===== config.mk =====
export PLATFORM = sky130hd
export DESIGN_NAME = grid_rotate_forward_map
export DESIGN_NICKNAME = d
export VERILOG_FILES = /design/src/hdl/grm_pkg.sv /design/src/hdl/grm_map.sv /design/src/hdl/grid_rotate_forward_map.sv
export SDC_FILE = /design/constraint.sdc
export NUM_CORES = 2
export LEC_CHECK = 0
export BUFFER_PORTS_ARGS = -buffer_cell sky130_fd_sc_hd__buf_2
export CORE_ASPECT_RATIO = 1.4
export CORE_UTILIZATION = 65
export DETAILED_ROUTE_END_ITERATION = 8
export GPL_TIMING_DRIVEN = 0
export HOLD_SLACK_MARGIN = 0.05
export PLACE_DENSITY = 0.81
export SKIP_LAST_GASP = 1
export SLEW_MARGIN = 10
export SYNTH_ARGS = -nofsm -noshare
export SYNTH_HDL_FRONTEND = slang
export SYNTH_SLANG_ARGS = --single-unit
export TNS_END_PERCENT = 100

===== constraint.sdc =====
create_clock -name i_clk -period 12.9 [get_ports i_clk]
set_input_delay 2.58 -clock i_clk [delete_from_list [all_inputs] [get_ports i_clk]]
set_output_delay 2.58 -clock i_clk [all_outputs]
set_load 0.02 [all_outputs]

===== src/hdl/grm_pkg.sv =====
`timescale 1ns / 1ps
// Shared types and constants for the grid rotation forward mapper.
// No dependencies.
package grm_pkg;

    localparam int ADDR_W = 5;
    localparam int REG_IDX_W = 3;

    localparam logic [REG_IDX_W-1:0] REG_COS_COEF = 3'd0;
    localparam logic [REG_IDX_W-1:0] REG_SIN_COEF = 3'd1;
    localparam logic [REG_IDX_W-1:0] REG_SRC_ROWS = 3'd2;
    localparam logic [REG_IDX_W-1:0] REG_SRC_COLS = 3'd3;
    localparam logic [REG_IDX_W-1:0] REG_DST_ROWS = 3'd4;
    localparam logic [REG_IDX_W-1:0] REG_DST_COLS = 3'd5;

    localparam logic signed [17:0] COS_RESET = 18'sd65536;
    localparam logic signed [17:0] SIN_RESET = 18'sd0;
    localparam logic [10:0] SRC_DIM_RESET = 11'd1024;
    localparam logic [11:0] DST_DIM_RESET = 12'd1024;

    typedef struct packed {
        logic signed [17:0] cos_coef;
        logic signed [17:0] sin_coef;
        logic [10:0]        src_rows;
        logic [10:0]        src_cols;
        logic [11:0]        dst_rows;
        logic [11:0]        dst_cols;
    } t_cfg;

endpackage


===== src/hdl/grm_map.sv =====
`timescale 1ns / 1ps
// Four-stage mapping datapath: center offset, rotate, recenter, truncate and bounds check.
// Depends on grm_pkg for the configuration struct.
module grm_map #(
    parameter int MAX_DIM   = 1024,
    parameter int FRAC_BITS = 16
) (
    input  logic          i_clk,
    input  logic          i_rst_n,
    input  grm_pkg::t_cfg i_cfg,
    input  logic          i_valid,
    input  logic [9:0]    i_src_row,
    input  logic [9:0]    i_src_col,
    input  logic [7:0]    i_pixel_value,
    output logic          o_valid,
    output logic [10:0]   o_dest_row,
    output logic [10:0]   o_dest_col,
    output logic [7:0]    o_out_value,
    output logic          o_in_bounds
);
    import grm_pkg::*;

    localparam int ACC_W = FRAC_BITS + 24;
    localparam int INT_W = ACC_W - FRAC_BITS;
    localparam logic [INT_W-1:0] DST_LIM = INT_W'(2 * MAX_DIM);
    localparam logic [ACC_W-1:0] FRAC_MASK = ACC_W'((64'd1 << FRAC_BITS) - 64'd1);

    // stage 1: offsets from source center
    logic               r_v1;
    logic signed [10:0] r_x;
    logic signed [10:0] r_y;
    logic [7:0]         r_pix1;

    // stage 2: products
    logic               r_v2;
    logic signed [28:0] r_xc;
    logic signed [28:0] r_ys;
    logic signed [28:0] r_xs;
    logic signed [28:0] r_yc;
    logic [7:0]         r_pix2;

    // stage 3: fixed-point destination coordinates
    logic                   r_v3;
    logic signed [ACC_W-1:0] r_ar;
    logic signed [ACC_W-1:0] r_ac;
    logic [7:0]             r_pix3;

    // stage 4: result
    logic        r_v4;
    logic [10:0] r_drow;
    logic [10:0] r_dcol;
    logic [7:0]  r_pix4;
    logic        r_inb;

    logic signed [ACC_W-1:0] w_cr;
    logic signed [ACC_W-1:0] w_cc;
    logic [ACC_W-1:0]        w_rnd_r;
    logic [ACC_W-1:0]        w_rnd_c;
    logic [INT_W-1:0]        w_nr;
    logic [INT_W-1:0]        w_nc;
    logic [INT_W-1:0]        w_dr;
    logic [INT_W-1:0]        w_dc;
    logic                    w_ok;

    assign w_cr = signed'(ACC_W'(i_cfg.dst_rows[11:1])) <<< FRAC_BITS;
    assign w_cc = signed'(ACC_W'(i_cfg.dst_cols[11:1])) <<< FRAC_BITS;

    // truncate toward zero: bias negative values by one ulp less than one
    assign w_rnd_r = r_ar + (r_ar[ACC_W-1] ? FRAC_MASK : '0);
    assign w_rnd_c = r_ac + (r_ac[ACC_W-1] ? FRAC_MASK : '0);
    assign w_nr = w_rnd_r[ACC_W-1:FRAC_BITS];
    assign w_nc = w_rnd_c[ACC_W-1:FRAC_BITS];

    assign w_dr = (INT_W'(i_cfg.dst_rows) > DST_LIM) ? DST_LIM : INT_W'(i_cfg.dst_rows);
    assign w_dc = (INT_W'(i_cfg.dst_cols) > DST_LIM) ? DST_LIM : INT_W'(i_cfg.dst_cols);

    assign w_ok = !w_nr[INT_W-1] && (w_nr < w_dr) && !w_nc[INT_W-1] && (w_nc < w_dc);

    always_ff @(posedge i_clk) begin
        if (!i_rst_n) begin
            r_v1 <= 1'b0;
            r_v2 <= 1'b0;
            r_v3 <= 1'b0;
            r_v4 <= 1'b0;
        end else begin
            r_v1 <= i_valid;
            r_v2 <= r_v1;
            r_v3 <= r_v2;
            r_v4 <= r_v3;
        end
    end

    always_ff @(posedge i_clk) begin
        r_x    <= signed'({1'b0, i_src_row} - {1'b0, i_cfg.src_rows[10:1]});
        r_y    <= signed'({1'b0, i_src_col} - {1'b0, i_cfg.src_cols[10:1]});
        r_pix1 <= i_pixel_value;

        r_xc   <= r_x * i_cfg.cos_coef;
        r_ys   <= r_y * i_cfg.sin_coef;
        r_xs   <= r_x * i_cfg.sin_coef;
        r_yc   <= r_y * i_cfg.cos_coef;
        r_pix2 <= r_pix1;

        r_ar   <= ACC_W'(r_xc) - ACC_W'(r_ys) + w_cr;
        r_ac   <= ACC_W'(r_xs) + ACC_W'(r_yc) + w_cc;
        r_pix3 <= r_pix2;

        r_drow <= w_ok ? w_nr[10:0] : 11'd0;
        r_dcol <= w_ok ? w_nc[10:0] : 11'd0;
        r_inb  <= w_ok;
        r_pix4 <= r_pix3;
    end

    assign o_valid     = r_v4;
    assign o_dest_row  = r_drow;
    assign o_dest_col  = r_dcol;
    assign o_out_value = r_pix4;
    assign o_in_bounds = r_inb;

`ifndef SYNTHESIS
    a_latency: assert property (@(posedge i_clk) disable iff (!i_rst_n)
        i_valid |-> ##4 o_valid)
        else $error("request did not complete after four cycles");

    a_no_phantom: assert property (@(posedge i_clk) disable iff (!i_rst_n)
        (!i_valid ##1 !i_valid ##1 !i_valid ##1 !i_valid) |=> !o_valid)
        else $error("result strobe without a request");

    a_value_pass: assert property (@(posedge i_clk) disable iff (!i_rst_n)
        i_valid |-> ##4 (o_out_value == $past(i_pixel_value, 4)))
        else $error("pixel value lost in pipeline");

    a_reset_clear: assert property (@(posedge i_clk)
        !i_rst_n |=> !o_valid)
        else $error("result strobe right after reset");
`endif

endmodule


===== src/hdl/grid_rotate_forward_map.sv =====
`timescale 1ns / 1ps
// A request accepted at a clock edge is registered through each stage of the mapping pipeline before its result strobe.
// Throughput: one request per cycle; busy stays low, the four-stage mapping pipeline
// never holds off a request and the receiver takes every result as it appears.
// Reset (synchronous, active low) empties the pipeline and loads the register defaults.
// Top level: APB register file and the mapping pipeline; depends on grm_pkg and grm_map.
module grid_rotate_forward_map #(
    parameter int MAX_DIM   = 1024,
    parameter int FRAC_BITS = 16
) (
    input  logic                       i_clk,
    input  logic                       i_rst_n,
    input  logic                       psel,
    input  logic                       penable,
    input  logic                       pwrite,
    input  logic [grm_pkg::ADDR_W-1:0] paddr,
    input  logic [31:0]                pwdata,
    output logic [31:0]                prdata,
    output logic                       pready,
    input  logic                       start,
    output logic                       busy,
    input  logic [9:0]                 i_src_row,
    input  logic [9:0]                 i_src_col,
    input  logic [7:0]                 i_pixel_value,
    output logic                       o_done,
    output logic [10:0]                o_dest_row,
    output logic [10:0]                o_dest_col,
    output logic [7:0]                 o_out_value,
    output logic                       o_in_bounds
);
    import grm_pkg::*;

    t_cfg                 r_cfg;
    logic                 w_wr;
    logic [REG_IDX_W-1:0] w_idx;

    assign pready = 1'b1;
    assign busy   = 1'b0;
    assign w_idx  = paddr[ADDR_W-1:2];
    assign w_wr   = psel && penable && pwrite && pready;

    always_ff @(posedge i_clk) begin
        if (!i_rst_n) begin
            r_cfg.cos_coef <= COS_RESET;
            r_cfg.sin_coef <= SIN_RESET;
            r_cfg.src_rows <= SRC_DIM_RESET;
            r_cfg.src_cols <= SRC_DIM_RESET;
            r_cfg.dst_rows <= DST_DIM_RESET;
            r_cfg.dst_cols <= DST_DIM_RESET;
        end else if (w_wr) begin
            case (w_idx)
                REG_COS_COEF: r_cfg.cos_coef <= signed'(pwdata[17:0]);
                REG_SIN_COEF: r_cfg.sin_coef <= signed'(pwdata[17:0]);
                REG_SRC_ROWS: r_cfg.src_rows <= pwdata[10:0];
                REG_SRC_COLS: r_cfg.src_cols <= pwdata[10:0];
                REG_DST_ROWS: r_cfg.dst_rows <= pwdata[11:0];
                REG_DST_COLS: r_cfg.dst_cols <= pwdata[11:0];
                default: ;
            endcase
        end
    end

    always_comb begin
        case (w_idx)
            REG_COS_COEF: prdata = 32'(r_cfg.cos_coef);
            REG_SIN_COEF: prdata = 32'(r_cfg.sin_coef);
            REG_SRC_ROWS: prdata = 32'(r_cfg.src_rows);
            REG_SRC_COLS: prdata = 32'(r_cfg.src_cols);
            REG_DST_ROWS: prdata = 32'(r_cfg.dst_rows);
            REG_DST_COLS: prdata = 32'(r_cfg.dst_cols);
            default:      prdata = 32'd0;
        endcase
    end

    grm_map #(
        .MAX_DIM   (MAX_DIM),
        .FRAC_BITS (FRAC_BITS)
    ) u_map (
        .i_clk         (i_clk),
        .i_rst_n       (i_rst_n),
        .i_cfg         (r_cfg),
        .i_valid       (start && !busy),
        .i_src_row     (i_src_row),
        .i_src_col     (i_src_col),
        .i_pixel_value (i_pixel_value),
        .o_valid       (o_done),
        .o_dest_row    (o_dest_row),
        .o_dest_col    (o_dest_col),
        .o_out_value   (o_out_value),
        .o_in_bounds   (o_in_bounds)
    );

endmodule


# After elaboration in Yosys (flattened, before gate mapping)
# Index checks and enable logic that the tools add are counted.
[op_classes] magnitude_cmp=4 n_addsub=8 n_mux=5 eq_ne=5 n_reduce_logical=14 multipliers=4
[op_table] op="one-hot mux 32 bit (6 select lines)" count=1
[op_table] op="multiplier 11 x 18 -> 29 bit" count=4
[op_table] op="adder 40 x 28 -> 40 bit" count=2
[op_table] op="adder 40 bit" count=2
[op_table] op="< comparator 24 bit" count=2
[op_table] op="2-to-1 mux 16 bit" count=2
[op_table] op="adder 29 x 29 -> 30 bit" count=1
[op_table] op="subtractor 29 x 29 -> 30 bit" count=1
[op_table] op="greater-than comparator 12 bit (second input constant)" count=2
[op_table] op="2-to-1 mux 12 bit" count=2
[op_table] op="subtractor 10 x 10 -> 11 bit" count=2
[op_table] op="AND reduction 2 bit" count=6
[op_table] op="== test 3 x 2 -> 1 bit (second input constant)" count=2
[op_table] op="== test 3 bit (second input constant)" count=2
[op_table] op="logical AND 1 bit" count=5
[op_table] op="== test 3 x 1 -> 1 bit (second input constant)" count=1
[op_table] op="zero test 3 bit" count=1
[op_table] op="zero test 1 bit" count=2
[totals] word_cells=65 ff_bits=359

# Logic depth before layout (Yosys ltp)
[depth] depth_word=6 depth_mapped=24 mapped_depth_nobuf=22

# Modules after synthesis
# A second synthesis with hierarchy kept.
[unflattened] hier_cells=4710 hier_area_um2=43553.0
[by_module_without_submodules] module="grm_map" area_per_inst_um2=39645.5 cells_each=4311 n_inst=1
[by_module_without_submodules] module="grid_rotate_forward_map" area_per_inst_um2=3907.5 cells_each=399 n_inst=1

# Worst setup path after synthesis
# OpenSTA, ideal clock, no wires.
[synth_timing] path_type="input -> output" from="in paddr[2] in the netlist's numbering" to="out prdata[18]" slack_ns=5.653 cell_stages=6 required_time_ns=10.320 t_arrival_ns=4.667 cell_sequence="clkbuf_1 > clkbuf_1 > buf_1 > mux2i_1 > nor2_1 > buf_4"
[synth_via] elab_chain_cells=2
[synth_rtl] element="start: declaration" line="grid_rotate_forward_map.sv:16" rtl="input logic [grm_pkg::ADDR_W-1:0] paddr,"
[synth_rtl] element="== test 3 bit (tied with other cells)" line="grid_rotate_forward_map.sv:64" rtl="case (w_idx)"
[synth_rtl] element="one-hot mux 32 bit (6 select lines) (*)" line="grid_rotate_forward_map.sv:64"
[synth_rtl] element="end: declaration" line="grid_rotate_forward_map.sv:18" rtl="output logic [31:0] prdata,"
# Every way passes the cells marked *; elsewhere a longest branch is shown, timed or not.

# Final worst setup path
[layout_timing] from="reg u_map.r_y[2]" to="reg u_map.r_ys[28]"
[layout_via] elab_chain_cells=1
[layout_rtl] element="start: declaration" line="grm_map.sv:31" rtl="logic signed [10:0] r_y;"
[layout_rtl] element="start signal: assignment" line="grm_map.sv:95" rtl="r_y <= signed'({1'b0, i_src_col} - {1'b0, i_cfg.src_cols[10:1]});"
[layout_rtl] element="multiplier 11 x 18 -> 29 bit" line="grm_map.sv:99" rtl="r_ys <= r_y * i_cfg.sin_coef;"
[layout_rtl] element="end signal: assignment" line="grm_map.sv:99"
[layout_rtl] element="end: declaration" line="grm_map.sv:37" rtl="logic signed [28:0] r_ys;"
# Every way passes these cells.
# A chain may end at the register's enable or synchronous reset.

==> metrics.txt <==
run status complete, no violations; drt pass-1 iters 8; Final Wtd Congestion 1.03; Ports 137; GRT overflow 0; Hold Worst Slack 0.324 ns; Crit path top cell by count fa_1; MaxCap Viol Count 0; Inst Count DP 5910; P_leak 23.0 nW; first-pass GRT wire length 200 mm; CP Launch Type flip-flop; Cell variety after synth 80; Most used DFF post-synth dfxtp_1; Yosys reg bits 359; hold endpoint u_map.o_out_value[4]$_DFF_P_; setup tns final 0 ns; Setup crit end kind flip-flop; Peak Freq 122 MHz; Tcrit/Tclk final 63.5%; Detailed Route WL 129 mm; HP Class flip-flop to flip-flop; Tmin final 8.19 ns; CP cell instances clkbuf_1 -> clkbuf_1 -> nand2_1 -> fa_1 -> fa_1 -> inv_1 -> fa_1 -> fa_1 -> inv_1 -> fa_1 -> inv_1 -> ha_1 -> a21o_1 -> a21oi_1 -> nand2_1 -> a2111oi_0 -> o31ai_1 -> a31oi_1 -> o21ai_1 -> a21oi_1 -> xnor2_1; power per cell area 115 nW/um^2; Buf/Inv on CP 5; final hold viol count 0; Seq/Total Area, Yosys 16.1%; vias in the first global route 36600; per-cell routed wire length 21.5 um; Syn Inst Count 4934; htree depth 2; Resize count post-CTS 0; final setup fails 0; Util after Layout 70.1%; hold wc startpoint u_map.r_pix3[4]$_DFF_P_; Finished Layout Cells 5982; die width 223 um; initial antenna violation count 6; Post CTS Setup Buffer Count 0; post-route ant nets 0; layout cell share with drive strength beyond 1 4.75%; syn_area_per_cell 9.04 sq um; asr flop ratio synth 0%; RSZ-0062 raised after global routing false; die area 69700 sq um; # rows 113; Worst-Margin Slew 1.31 ns; clock buffer depth 3; Setup CP Type flip-flop to flip-flop; DR vias 35200; R2R Path End u_map.r_ys[28]$_DFF_P_; DPL Wire Length 105 mm; synthesized area 44600 sq um; Vias per Instance 5.88; root buf cell clkbuf_16; Post-synth EDFFs 0; CP max stage cell clkbuf_1; YS warnings 0; largest net degree at the start of global routing 21; R2R depth 21; r2r setup slk 4.71 ns; Syn Nets 6127; Num CTS Buffers 37; Area Growth Syn to Fin 6.57%; Residual DRC 0; CP top delay family adder cells; I/O Buffers 114; Skew-Pair Late Insertion Delay 0.58 ns; initial drt markers 2950; Critical Path AT 8.66 ns; core area 67900 sq um; Crit Path Max Fanout 10; nets@finish 6280; max-slew violation count 0; Slowest Stage Delay on Critical Path 0.96 ns; clock slew at reported path FFs 0.07 ns; die height 312 um; Worst EP required 13.37 ns; CTS tree yes; Worst IR Drop VDD 0.137 mV; initial core utilization 65.7%; Slew Limit Headroom 12.4%; Clock Skew 0.0164 ns; Global Route Usage Sum 38.1%; Filler Cell Count 5275; R2R Path Start u_map.r_y[2]$_DFF_P_; WHS Path Cells 0; clock sink total 359; CTS Hold Bufs 0
==> layer usage <==
metal / track usage (%) / share of wire [%] / up-vias
li1: - / - / 15600
met1: 42.0 / 34 / 17100
met2: 62.3 / 47 / 1752
met3: 8.68 / 9.0 / 687
met4: 32.9 / 11 / 2
met5: 0 / 0.0093 / -
==> area by class of cell <==
class                   instances  area (sq um)  area share, %
diodes                          4          10.0         0.0211
plain buffers                 212           876           1.84
clock buffers                  47          1010           2.13
clock inverters                21           256          0.539
inverters                     922          3460           7.28
multi-input cells            3441         33100           69.6
flip-flops and latches        359          7190           15.1
well taps                     862          1080           2.27
repair buffers                114           571           1.20
==> per-stage QoR <==
stage,worst slack [ns],instance area (sq um),power (mW)
after detailed placement,4.98,46300,4.31
after CTS,4.97,47500,5.46
after global routing,4.58,47500,5.84
after global placement,5.05,46300,4.23
final,4.71,47500,5.49
after floorplan,5.65,44600,3.46
==> power by group <==
| group | switching [mW] | leakage [nW] | internal, mW |
|---|---|---|---|
| combinational | 1.76 | 19.4 | 1.10 |
| sequential | 0.161 | 2.97 | 1.34 |
| clock | 0.476 | 0.615 | 0.648 |
==> state kept, by name, indices dropped and copies added, names as in the netlist, 11 cells and up <==
name,cells
u_map.r_yc,29
r_cfg,82
u_map.r_ac,40
u_map.o_dest_col,11
u_map.r_xc,29
u_map.r_xs,29
u_map.r_x,11
u_map.r_ys,29
u_map.o_dest_row,11
u_map.r_ar,40
u_map.r_y,11
==> worst register-to-register path: stages (launching register included) <==
cell and delay (ns):
dfxtp_1 0.32, clkbuf_1 0.96, clkbuf_1 0.68, nand2_1 0.18, fa_1 0.49, fa_1 0.55, inv_1 0.06, fa_1 0.52
fa_1 0.50, inv_1 0.05, fa_1 0.54, inv_1 0.06, ha_1 0.34, a21o_1 0.17, a21oi_1 0.37, nand2_1 0.09
a2111oi_0 0.96, o31ai_1 0.34, a31oi_1 0.40, o21ai_1 0.13, a21oi_1 0.18, xnor2_1 0.18
==> how the worst max path moves through the flow <==
stage | startpoint | endpoint | slack [ns] | depth (start not counted)
floorplan | paddr[2] | prdata[18] | 5.65 | 6
global placement | paddr[2] | prdata[24] | 5.05 | 7
detailed placement | paddr[2] | prdata[25] | 4.98 | 7
CTS | u_map.r_y[2]$_DFF_P_ | u_map.r_ys[28]$_DFF_P_ | 4.97 | 21
global route | u_map.r_y[2]$_DFF_P_ | u_map.r_ys[28]$_DFF_P_ | 4.58 | 21
finish | u_map.r_y[2]$_DFF_P_ | u_map.r_ys[28]$_DFF_P_ | 4.71 | 21
==> layout by cell type (no fill, tap or decap), drive strengths merged, types with 7 or more instances in the layout <==
master	synthesis	layout
a211o	8	8
a211oi	16	16
a21boi	79	79
a21o	84	84
a21oi	142	142
a22oi	7	7
a31oi	20	20
and2	331	331
and3	22	22
and4	7	7
buf	26	140
clkbuf	186	233
clkinv	0	11
dfxtp	359	359
fa	726	726
ha	396	396
inv	922	924
mux2i	48	48
nand2	631	631
nand2b	44	44
nand3	52	52
nand4	23	23
nor2	182	182
nor2b	60	60
nor3	45	45
nor3b	24	24
nor4	11	11
o211ai	11	11
o21a	30	30
o21ai	86	86
o21bai	21	21
o221ai	7	7
o31ai	10	10
or2	7	7
or3	8	8
xnor2	161	161
xor2	59	59
==> kinds of logic (layout without fill, tap and decap cells) <==
group | after synthesis | count (layout) | share of synthesized area, %
compound gates | 587 | 587 | 8.89
xor+xnor | 220 | 220 | 4.32
fa+ha+maj | 1122 | 1122 | 43.7
buf+inv | 1134 | 1316 | 9.72
flops | 359 | 359 | 16.1
mux | 55 | 55 | 1.30
other cells | 2 | 6 | 0.0168
simple gates | 1455 | 1455 | 16.0
==> Yosys cell counts (8+ instances only) <==
library cell / instances / area share (%)
nor2_1: 182 / 1.5
a31oi_1: 20 / 0.28
nor4_1: 10 / 0.14
nand4_1: 22 / 0.31
a21boi_1: 10 / 0.17
a21oi_1: 140 / 1.6
a211o_1: 8 / 0.16
and3_1: 22 / 0.31
mux2i_1: 48 / 1.1
fa_1: 726 / 33
or3_1: 8 / 0.11
a21boi_0: 69 / 1.2
buf_4: 16 / 0.27
nor3b_2: 18 / 0.50
nor2b_1: 60 / 0.84
dfxtp_1: 359 / 16
nand2b_1: 44 / 0.62
o21a_1: 30 / 0.50
xor2_1: 59 / 1.2
o31ai_1: 10 / 0.17
nor3_1: 43 / 0.48
a211oi_1: 15 / 0.25
a21o_1: 84 / 1.4
o211ai_1: 11 / 0.19
and2_1: 330 / 4.6
clkbuf_1: 186 / 1.6
o21ai_1: 12 / 0.13
nand2_1: 631 / 5.3
o21ai_0: 74 / 0.83
inv_1: 922 / 7.8
o21bai_1: 21 / 0.35
xnor2_1: 161 / 3.2
ha_1: 396 / 11
nand3_1: 52 / 0.58
(Power assumes the default switching activity.)
